--- config.mk ---
export PLATFORM = sky130hd
export DESIGN_NAME = output_vc_allocator_escape_credit_top
export DESIGN_NICKNAME = d
export VERILOG_FILES = /design/src/rtl/ovea_pkg.sv /design/src/rtl/ovea_vc_state.sv /design/src/rtl/ovea_alloc_logic.sv /design/src/rtl/output_vc_allocator_escape_credit_top.sv
export SDC_FILE = /design/constraint.sdc
export NUM_CORES = 1
export LEC_CHECK = 0
export BUFFER_PORTS_ARGS = -buffer_cell sky130_fd_sc_hd__buf_2
export CAP_MARGIN = 20
export CORE_MARGIN = 8
export CORE_UTILIZATION = 29
export CTS_CLUSTER_SIZE = 20
export DETAILED_ROUTE_END_ITERATION = 8
export PLACE_DENSITY = 0.42
export SYNTH_ARGS = -nofsm -noshare
export SYNTH_HDL_FRONTEND = slang
export SYNTH_SLANG_ARGS = --single-unit
--- constraint.sdc ---
create_clock -name clock -period 4.04 [get_ports clock]
set_input_delay 1.212 -clock clock [delete_from_list [all_inputs] [get_ports clock]]
set_output_delay 1.212 -clock clock [all_outputs]
set_load 0.02 [all_outputs]
--- src/rtl/ovea_pkg.sv ---
`timescale 1ns / 1ps
// Shared types and constants of the output VC allocator with escape VC and credits.
// Depends on nothing; every other file of the block imports it.
package ovea_pkg;

   // Default sizes of the output port.
   localparam int NUM_VNETS_DEF      = 4;
   localparam int VC_PER_VNET_DEF    = 4;
   localparam int BUFFERS_PER_VC_DEF = 4;

   // Global VC index inside the block: vnet (2 bits) times up to 8 VCs per vnet.
   localparam int VC_IDX_W = 5;

   // Request codes.
   localparam logic [1:0] REQ_ALLOC  = 2'd0;
   localparam logic [1:0] REQ_PROBE  = 2'd1;
   localparam logic [1:0] REQ_SENT   = 2'd2;
   localparam logic [1:0] REQ_CREDIT = 2'd3;

   typedef struct packed {
      logic [1:0] req_type;
      logic [1:0] vnet;
      logic [3:0] in_vc;
      logic       is_head;
      logic       updn_here;
      logic [3:0] credit_vc;
      logic       free_signal;
   } req_item_type;

   typedef struct packed {
      logic       granted;
      logic [3:0] granted_vc;
      logic       escape_claimed;
      logic [2:0] free_vc_count;
      logic       credit_available;
      logic       credit_error;
   } rsp_item_type;

   // State changes caused by one request.
   typedef struct packed {
      logic                alloc_set;
      logic [VC_IDX_W-1:0] alloc_idx;
      logic                free_clr;
      logic [VC_IDX_W-1:0] free_idx;
      logic                cred_inc;
      logic                cred_dec;
      logic [3:0]          cred_idx;
   } state_update_type;

endpackage

--- src/rtl/ovea_vc_state.sv ---
`timescale 1ns / 1ps
// Busy flags of all output VCs and credit counters of the first 16, updated once per request.
// Depends on ovea_pkg.
module ovea_vc_state
   import ovea_pkg::*;
#(
   parameter int NUM_VNETS      = NUM_VNETS_DEF,
   parameter int VC_PER_VNET    = VC_PER_VNET_DEF,
   parameter int BUFFERS_PER_VC = BUFFERS_PER_VC_DEF,
   localparam int EFF_VNETS     = (NUM_VNETS < 4) ? NUM_VNETS : 4,
   localparam int BUSY_DEPTH    = EFF_VNETS * VC_PER_VNET,
   localparam int NUM_VCS       = NUM_VNETS * VC_PER_VNET,
   localparam int CRED_DEPTH    = (NUM_VCS < 16) ? NUM_VCS : 16,
   localparam int CRED_W        = $clog2(BUFFERS_PER_VC + 1)
) (
   input  logic                  clock,
   input  logic                  reset,
   input  logic                  apply,
   input  state_update_type      upd,
   input  logic [3:0]            credit_vc,
   output logic [BUSY_DEPTH-1:0] busy,
   output logic [CRED_W-1:0]     cred_rd
);

   logic [BUSY_DEPTH-1:0] busy_ff, busy_in;
   logic [CRED_W-1:0]     cred_ff [CRED_DEPTH];
   logic [CRED_W-1:0]     cred_in [CRED_DEPTH];

   always_comb begin
      busy_in = busy_ff;
      for (int i = 0; i < BUSY_DEPTH; i++) begin
         if (upd.alloc_set && upd.alloc_idx == VC_IDX_W'(i)) begin
            busy_in[i] = 1'b1;
         end
         if (upd.free_clr && upd.free_idx == VC_IDX_W'(i)) begin
            busy_in[i] = 1'b0;
         end
      end
   end

   always_comb begin
      for (int i = 0; i < CRED_DEPTH; i++) begin
         cred_in[i] = cred_ff[i];
         if (upd.cred_idx == 4'(i)) begin
            if (upd.cred_inc) begin
               cred_in[i] = cred_ff[i] + CRED_W'(1);
            end else if (upd.cred_dec) begin
               cred_in[i] = cred_ff[i] - CRED_W'(1);
            end
         end
      end
   end

   always_ff @(posedge clock) begin
      if (reset) begin
         busy_ff <= '0;
         for (int i = 0; i < CRED_DEPTH; i++) begin
            cred_ff[i] <= CRED_W'(BUFFERS_PER_VC);
         end
      end else if (apply) begin
         busy_ff <= busy_in;
         for (int i = 0; i < CRED_DEPTH; i++) begin
            cred_ff[i] <= cred_in[i];
         end
      end
   end

   // Read port for the credit VC of the pending request; out of range reads zero.
   always_comb begin
      cred_rd = '0;
      for (int i = 0; i < CRED_DEPTH; i++) begin
         if (credit_vc == 4'(i)) begin
            cred_rd = cred_ff[i];
         end
      end
   end

   assign busy = busy_ff;

endmodule

--- src/rtl/ovea_alloc_logic.sv ---
`timescale 1ns / 1ps
// Single-pass decision logic: VC grant under the escape rules, idle count, credit check.
// Depends on ovea_pkg; reads the state held in ovea_vc_state.
module ovea_alloc_logic
   import ovea_pkg::*;
#(
   parameter int NUM_VNETS      = NUM_VNETS_DEF,
   parameter int VC_PER_VNET    = VC_PER_VNET_DEF,
   parameter int BUFFERS_PER_VC = BUFFERS_PER_VC_DEF,
   localparam int EFF_VNETS     = (NUM_VNETS < 4) ? NUM_VNETS : 4,
   localparam int BUSY_DEPTH    = EFF_VNETS * VC_PER_VNET,
   localparam int NUM_VCS       = NUM_VNETS * VC_PER_VNET,
   localparam int CRED_DEPTH    = (NUM_VCS < 16) ? NUM_VCS : 16,
   localparam int CRED_W        = $clog2(BUFFERS_PER_VC + 1)
) (
   input  req_item_type          item,
   input  logic                  escape_enable,
   input  logic [BUSY_DEPTH-1:0] busy,
   input  logic [CRED_W-1:0]     cred_cur,
   output rsp_item_type          rsp,
   output state_update_type      upd
);

   localparam int KW = (VC_PER_VNET > 1) ? $clog2(VC_PER_VNET) : 1;
   localparam logic [KW-1:0] ESC_K = KW'(VC_PER_VNET - 1);
   localparam logic [VC_PER_VNET-1:0] ESC_BIT = (VC_PER_VNET)'(1) << (VC_PER_VNET - 1);

   logic [VC_PER_VNET-1:0] vnet_busy [4];
   logic [VC_PER_VNET-1:0] idle;
   logic [KW:0]            pick_all, pick_reg;
   logic                   vnet_ok, cvc_ok, cvc_in_busy, in_on_esc;
   logic [VC_IDX_W-1:0]    gbase, gidx;
   logic                   grant_ok, claimed;
   logic [KW-1:0]          grant_k;
   logic [3:0]             idle_cnt;
   logic                   cred_zero, cred_full;
   logic                   is_grant_req;

   // Busy flags of each vnet; vnets without VCs look fully busy.
   for (genvar vn = 0; vn < 4; vn++) begin : g_slice
      if (vn < EFF_VNETS) begin : g_real
         assign vnet_busy[vn] = busy[vn*VC_PER_VNET +: VC_PER_VNET];
      end else begin : g_none
         assign vnet_busy[vn] = '1;
      end
   end

   // Lowest set bit: {found, index}.
   function automatic logic [KW:0] lowest(input logic [VC_PER_VNET-1:0] m);
      logic [KW:0] r;
      r = '0;
      for (int k = VC_PER_VNET - 1; k >= 0; k--) begin
         if (m[k]) begin
            r = {1'b1, KW'(k)};
         end
      end
      return r;
   endfunction

   assign vnet_ok      = (3'(item.vnet) < 3'(EFF_VNETS));
   assign idle         = ~vnet_busy[item.vnet];
   assign pick_all     = lowest(idle);
   assign pick_reg     = lowest(idle & ~ESC_BIT);
   assign gbase        = VC_IDX_W'(item.vnet) * VC_IDX_W'(VC_PER_VNET);
   assign in_on_esc    = ({1'b0, item.in_vc} == (gbase + VC_IDX_W'(VC_PER_VNET - 1)));
   assign is_grant_req = (item.req_type == REQ_ALLOC) || (item.req_type == REQ_PROBE);

   always_comb begin
      grant_ok = 1'b0;
      grant_k  = '0;
      claimed  = 1'b0;
      if (is_grant_req && vnet_ok) begin
         priority if (!escape_enable) begin
            {grant_ok, grant_k} = pick_all;
         end else if (in_on_esc) begin
            grant_ok = idle[VC_PER_VNET-1];
            grant_k  = ESC_K;
         end else if (item.is_head) begin
            if (item.updn_here) begin
               {grant_ok, grant_k} = pick_all;
               claimed = grant_ok && (grant_k == ESC_K);
            end else begin
               {grant_ok, grant_k} = pick_reg;
            end
         end
      end
   end

   assign gidx     = gbase + VC_IDX_W'(grant_k);
   assign idle_cnt = vnet_ok ? 4'($countones(idle)) : 4'd0;

   assign cvc_ok      = (5'(item.credit_vc) < 5'(CRED_DEPTH));
   assign cvc_in_busy = (6'(item.credit_vc) < 6'(BUSY_DEPTH));
   assign cred_zero   = (cred_cur == '0);
   assign cred_full   = (cred_cur >= CRED_W'(BUFFERS_PER_VC));

   always_comb begin
      rsp.granted          = grant_ok;
      rsp.granted_vc       = grant_ok ? gidx[3:0] : 4'd0;
      rsp.escape_claimed   = claimed;
      rsp.free_vc_count    = (idle_cnt > 4'd7) ? 3'd7 : idle_cnt[2:0];
      rsp.credit_available = 1'b0;
      rsp.credit_error     = 1'b0;

      upd.alloc_set = (item.req_type == REQ_ALLOC) && grant_ok;
      upd.alloc_idx = gidx;
      upd.free_clr  = 1'b0;
      upd.free_idx  = VC_IDX_W'(item.credit_vc);
      upd.cred_inc  = 1'b0;
      upd.cred_dec  = 1'b0;
      upd.cred_idx  = item.credit_vc;

      unique case (item.req_type)
         REQ_ALLOC, REQ_PROBE: begin
            rsp.credit_available = cvc_ok && !cred_zero;
         end
         REQ_SENT: begin
            if (cvc_ok) begin
               rsp.credit_error     = cred_zero;
               upd.cred_dec         = !cred_zero;
               rsp.credit_available = (cred_cur > CRED_W'(1));
            end
         end
         REQ_CREDIT: begin
            if (cvc_ok) begin
               rsp.credit_error     = cred_full;
               upd.cred_inc         = !cred_full;
               rsp.credit_available = 1'b1;
               upd.free_clr         = item.free_signal && cvc_in_busy;
            end
         end
         default: begin
         end
      endcase
   end

endmodule

--- src/rtl/output_vc_allocator_escape_credit_top.sv ---
`timescale 1ns / 1ps
// Top level of the output VC allocator with escape VC and credit tracking.
// Depends on ovea_pkg, ovea_vc_state and ovea_alloc_logic.
//
// Usage:
//   req_*  : request channel (valid/stall). A request is taken at a rising edge
//            with req_valid high and req_stall low. Codes: allocate, probe,
//            flit sent, credit returned.
//   rsp_*  : result channel (valid/stall), one result per request, in order.
//   csr_*  : write channel for escape_enable (csr_ready is always high). Write
//            it only while no request is in flight.
// Path: input register, decision logic, result register, then rsp_*.
// Throughput: one request per cycle unless rsp_stall holds a result. The input
//   register and the result register each hold one request; the decision is one
//   pass of logic between them and the VC state is updated as the result is
//   registered, so the next request already sees it.
// Reset: every VC idle, every credit count at BUFFERS_PER_VC, escape off,
//   both registers empty.
// Stall: while rsp_stall holds a result, the result register holds and the
//   input register keeps one more request; then req_stall rises.
module output_vc_allocator_escape_credit_top
   import ovea_pkg::*;
#(
   parameter int NUM_VNETS      = NUM_VNETS_DEF,
   parameter int VC_PER_VNET    = VC_PER_VNET_DEF,
   parameter int BUFFERS_PER_VC = BUFFERS_PER_VC_DEF
) (
   input  logic         clock,
   input  logic         reset,
   input  logic         req_valid,
   output logic         req_stall,
   input  req_item_type req_data,
   output logic         rsp_valid,
   input  logic         rsp_stall,
   output rsp_item_type rsp_data,
   input  logic         csr_valid,
   output logic         csr_ready,
   input  logic         csr_wdata
);

   localparam int EFF_VNETS  = (NUM_VNETS < 4) ? NUM_VNETS : 4;
   localparam int BUSY_DEPTH = EFF_VNETS * VC_PER_VNET;
   localparam int CRED_W     = $clog2(BUFFERS_PER_VC + 1);

   logic                  escape_ff;
   logic                  in_valid_ff, in_valid_in;
   req_item_type          in_item_ff;
   logic                  rsp_valid_ff, rsp_valid_in;
   rsp_item_type          rsp_data_ff;
   logic                  out_free, advance, take;
   logic [BUSY_DEPTH-1:0] busy;
   logic [CRED_W-1:0]     cred_rd;
   rsp_item_type          rsp_next;
   state_update_type      upd;

   // Configuration: always ready; the user must write it only while idle, the block does not enforce this.
   assign csr_ready = 1'b1;

   always_ff @(posedge clock) begin
      if (reset) begin
         escape_ff <= 1'b0;
      end else if (csr_valid) begin
         escape_ff <= csr_wdata;
      end
   end

   // Result register can load when empty or being taken this cycle.
   assign out_free  = !rsp_valid_ff || !rsp_stall;
   assign advance   = in_valid_ff && out_free;
   assign req_stall = in_valid_ff && !out_free;
   assign take      = req_valid && !req_stall;

   // Input register: hold a request until the result register takes it.
   always_comb begin
      in_valid_in = in_valid_ff;
      if (take) begin
         in_valid_in = 1'b1;
      end else if (advance) begin
         in_valid_in = 1'b0;
      end
   end

   always_ff @(posedge clock) begin
      if (reset) begin
         in_valid_ff <= 1'b0;
      end else begin
         in_valid_ff <= in_valid_in;
      end
   end

   always_ff @(posedge clock) begin
      if (take) begin
         in_item_ff <= req_data;
      end
   end

   ovea_vc_state #(
      .NUM_VNETS      (NUM_VNETS),
      .VC_PER_VNET    (VC_PER_VNET),
      .BUFFERS_PER_VC (BUFFERS_PER_VC)
   ) u_state (
      .clock     (clock),
      .reset     (reset),
      .apply     (advance),
      .upd       (upd),
      .credit_vc (in_item_ff.credit_vc),
      .busy      (busy),
      .cred_rd   (cred_rd)
   );

   ovea_alloc_logic #(
      .NUM_VNETS      (NUM_VNETS),
      .VC_PER_VNET    (VC_PER_VNET),
      .BUFFERS_PER_VC (BUFFERS_PER_VC)
   ) u_logic (
      .item          (in_item_ff),
      .escape_enable (escape_ff),
      .busy          (busy),
      .cred_cur      (cred_rd),
      .rsp           (rsp_next),
      .upd           (upd)
   );

   // Result register: load on advance, drop once taken, hold while stalled.
   always_comb begin
      rsp_valid_in = rsp_valid_ff && rsp_stall;
      if (advance) begin
         rsp_valid_in = 1'b1;
      end
   end

   always_ff @(posedge clock) begin
      if (reset) begin
         rsp_valid_ff <= 1'b0;
      end else begin
         rsp_valid_ff <= rsp_valid_in;
      end
   end

   always_ff @(posedge clock) begin
      if (advance) begin
         rsp_data_ff <= rsp_next;
      end
   end

   assign rsp_valid = rsp_valid_ff;
   assign rsp_data  = rsp_data_ff;

endmodule

==> impl_results.md <==
- Status: complete, no violations
- Syn Nets: about 550
- Total routed wirelength: ~15000 um
- Sw Share: 28.47%
- Clock-pin slew on the worst setup and hold paths: ~80 ps
- R2r worst-path depth: 11
- ANT cells: 0
- DRT Pass-1 Iters: 5
- Number of antenna violations at the first check in global routing: 0
- Switching power: 0.6838 mW
- Worst hold-check path type: register to register
- Post-synthesis sequential area ratio: a little under half
- Vias in the first global route: 4115
- Die Footprint: 23360 um^2
- Setup TNS: 0 ps
- Hold depth: 2
- Max-cap violations: 0
- Post-route ant nets: 0
- Vias: around 4000
- PnR worst setup slack: 703.7 ps
- Core area: 18520 um^2
- Later-pin clock latency in the skew report: between 300 and 400 ps
- Yosys cell types: 63
- Max FO, Critical Path: 12
- Main synth FF type: edfxtp_1
- Initial Util: between 20% and 30%
- Gate count of the mapped netlist: around 500
- Worst EP arrival: approximately 3400 ps
- Post-CTS setup buffer count: 0
- Final setup viols: 0
- Area grow syn2layout: 13.71%
- Max Freq: about 300 MHz
- Dpl cell area: approximately 6000 um^2
- Final min period: between 3000 and 4000 ps
- GR Util met3: 2.368%
- Vias/cell: between 5 and 6
- Slew Limit Fails: 0
- Final non-filler cell total: ~770
- Number of flops mapped to enable cells by yosys: 74
- Worst Path Required: just over 4000 ps
- Final #Nets: around 580
- RSZ-0062 raised after global routing: no
- First-pass GRT wire length: 24670 um
- Int Pwr: approximately 1.7 mW
- Final Power: 2.401 mW
- Worst slew margin: between 30% and 40%
- DRT iter0 DRCs: about 380
- Fin crit share: approximately 83%
- Die width: between 150 and 200 um
- Share of power burned in registers: a little under half
- Ports: 35
- Leak pwr: around 2.2 nW
- Dpl cells: approximately 760
- H-tree Lvls: 3
- Clock Sinks: 93
- Final Hold Fails: 0
- Rows: 50
- Met1 Usage GRT: 18.98%
- Most Crowded Layer GR: met2
- Per-cell routed wire length: 19.97 um
- Design area: 6176 um^2
- Final Util: 33.35%
- Die H: about 150 um
- Dpl ws: between 700 and 800 ps
- Placer congestion estimate: between 0.8 and 0.9
- WHS: approximately 460 ps
- GRT Overall Usage: approximately 14%
- Clock buffer depth: 2
- Setup CP Type: register to register
- Crit. End Element: register
- Logic pwr share: 14.5%
- Grt total ovfl: 0
- M2 GR Usage: a little over a fifth
- Hold_buf cts: 0
- Drt drc: 0
- Layout cell share with drive strength beyond 1: around 16%
- # fillers: roughly 1900
- # port buffers: 33
- Final Skew: 9.252 ps
- Post-CTS sizing: 0
- Cell Area, Synth: 5431 um^2
- CTS Buf Count: 9
- Synth Register Bits: 93
- TritonCTS clock tree: done
- Commonest non-fill, non-tap cell in the layout: edfxtp_1
- Final HPWL DP: ~11000 um
- Worst-margin pin slew: about 910 ps
- Startpoint types: register
- Clock share of power: 37.7%
- Syn Area/Cell: about 11 um^2
- Largest net degree at the start of global routing: 37
- Peak ir drop on the vdd network: 212.0 uV
- Syn. warnings: 0
- Commonest cells after routing, fill and taps aside: edfxtp_1 (74), a21oi_1 (53), nor2_1 (40)
- CTS root buffer: clkbuf_16
- Post-synthesis async set-or-reset flop share: 0%
- Pwr dens: a little under 400 nW/um^2
## power by group through the flow
stage,sequential [mW],clock [mW],combinational [mW]
after floorplan,1.15,0,0.248
after global placement,1.17,0,0.345
after detailed placement,1.17,0,0.348
after CTS,1.15,0.930,0.351
after global routing,1.15,0.960,0.390
final,1.15,0.906,0.348
## final timing paths
check / from / endpoint / slack, ps
worst min register to register: u_state.busy[13]$_SDFFE_PP0P_ / u_state.busy[13]$_SDFFE_PP0P_ / 460
worst max register to register: in_item_ff[1]$_DFFE_PP_ / u_state.cred_ff[0][32]$_SDFFCE_PP1P_ / 700
worst max-delay path: in_item_ff[1]$_DFFE_PP_ / u_state.cred_ff[0][32]$_SDFFCE_PP1P_ / 700
worst min-delay path: u_state.busy[13]$_SDFFE_PP0P_ / u_state.busy[13]$_SDFFE_PP0P_ / 460
## cell families after synthesis
logic type / after synthesis / share of synthesized area (%)
other: 1 / 0.06904
AND/OR/NAND/NOR: 192 / 18.96
AO/OA/AOI/OAI: 113 / 13.41
adder cells (fa/ha/maj): 23 / 7.648
buffers and inverters: 48 / 4.008
flip-flops: 93 / 47.92
multiplexers: 20 / 5.091
XOR/XNOR: 18 / 2.903
## flip-flops by register name, summed over array words and instances (netlist names)
name             cells
rsp_data            11
u_state.cred_ff     48
escape_ff            1
rsp_valid            1
u_state.busy        16
in_item_ff          15
in_valid_ff          1
## worst max-delay path, stage by stage, from the launching register on
cell and delay (ps):
edfxtp_1 540, buf_4 240, or2_2 340, a2bb2oi_1 140, o2111ai_1 120, and4_1 240
nand2_1 70, buf_4 220, fa_1 450, xor2_1 180, nand3_1 80, or3b_2 440
## synthesized netlist by cell type, types with 2 or more instances
cell       count  area (um^2)
a31oi_1        2        12.51
nand4b_1       2        17.52
o211ai_1       8        60.06
nor3_1         8        40.04
a2bb2oi_1      2        17.52
buf_4          3        22.52
nand3_1       30        150.1
xor2_1        18        157.7
mux4_2         6        135.1
nand3b_1      14        105.1
mux2i_1       13        130.1
fa_1          17        340.3
o32ai_1        2        17.52
nor3b_1        4        30.03
inv_1         13        48.80
and2_1         4        25.02
o311ai_0       5        43.79
a32oi_1        2        17.52
buf_2          8        40.04
ha_1           6        75.07
or2_2          2        12.51
nand2_1       39        146.4
nand2b_1       6        37.54
buf_6          2        22.52
o31ai_2        2        25.02
nor2_1        40        150.1
dfxtp_1       19        380.4
nor2b_1       14        87.58
nand4_1        3        18.77
o31ai_1        7        52.55
and3_1        12        75.07
edfxtp_1      74         2222
clkbuf_1      21        78.83
a21oi_1       53        265.3
o21ai_0       13        65.06
or3b_2         6        52.55
a32o_1         2        20.02
## layout make-up
type | instances | area, um^2 | share of cell area, %
Inverter | 13 | 48.80 | 0.7901
Clock inverter | 7 | 82.58 | 1.337
Clock buffer | 9 | 225.2 | 3.647
Tap cell | 234 | 292.8 | 4.741
Timing Repair Buffer | 51 | 312.8 | 5.065
Sequential cell | 93 | 2603 | 42.14
Multi-Input combinational cell | 367 | 2611 | 42.28
## metal layers
metal	routed length, um	share of wire [%]
met1	7675	50
met2	7036	46
met3	535	3.5
met4	213	1.4
met5	0	0
Note: power is estimated with default switching activity, not from simulation.
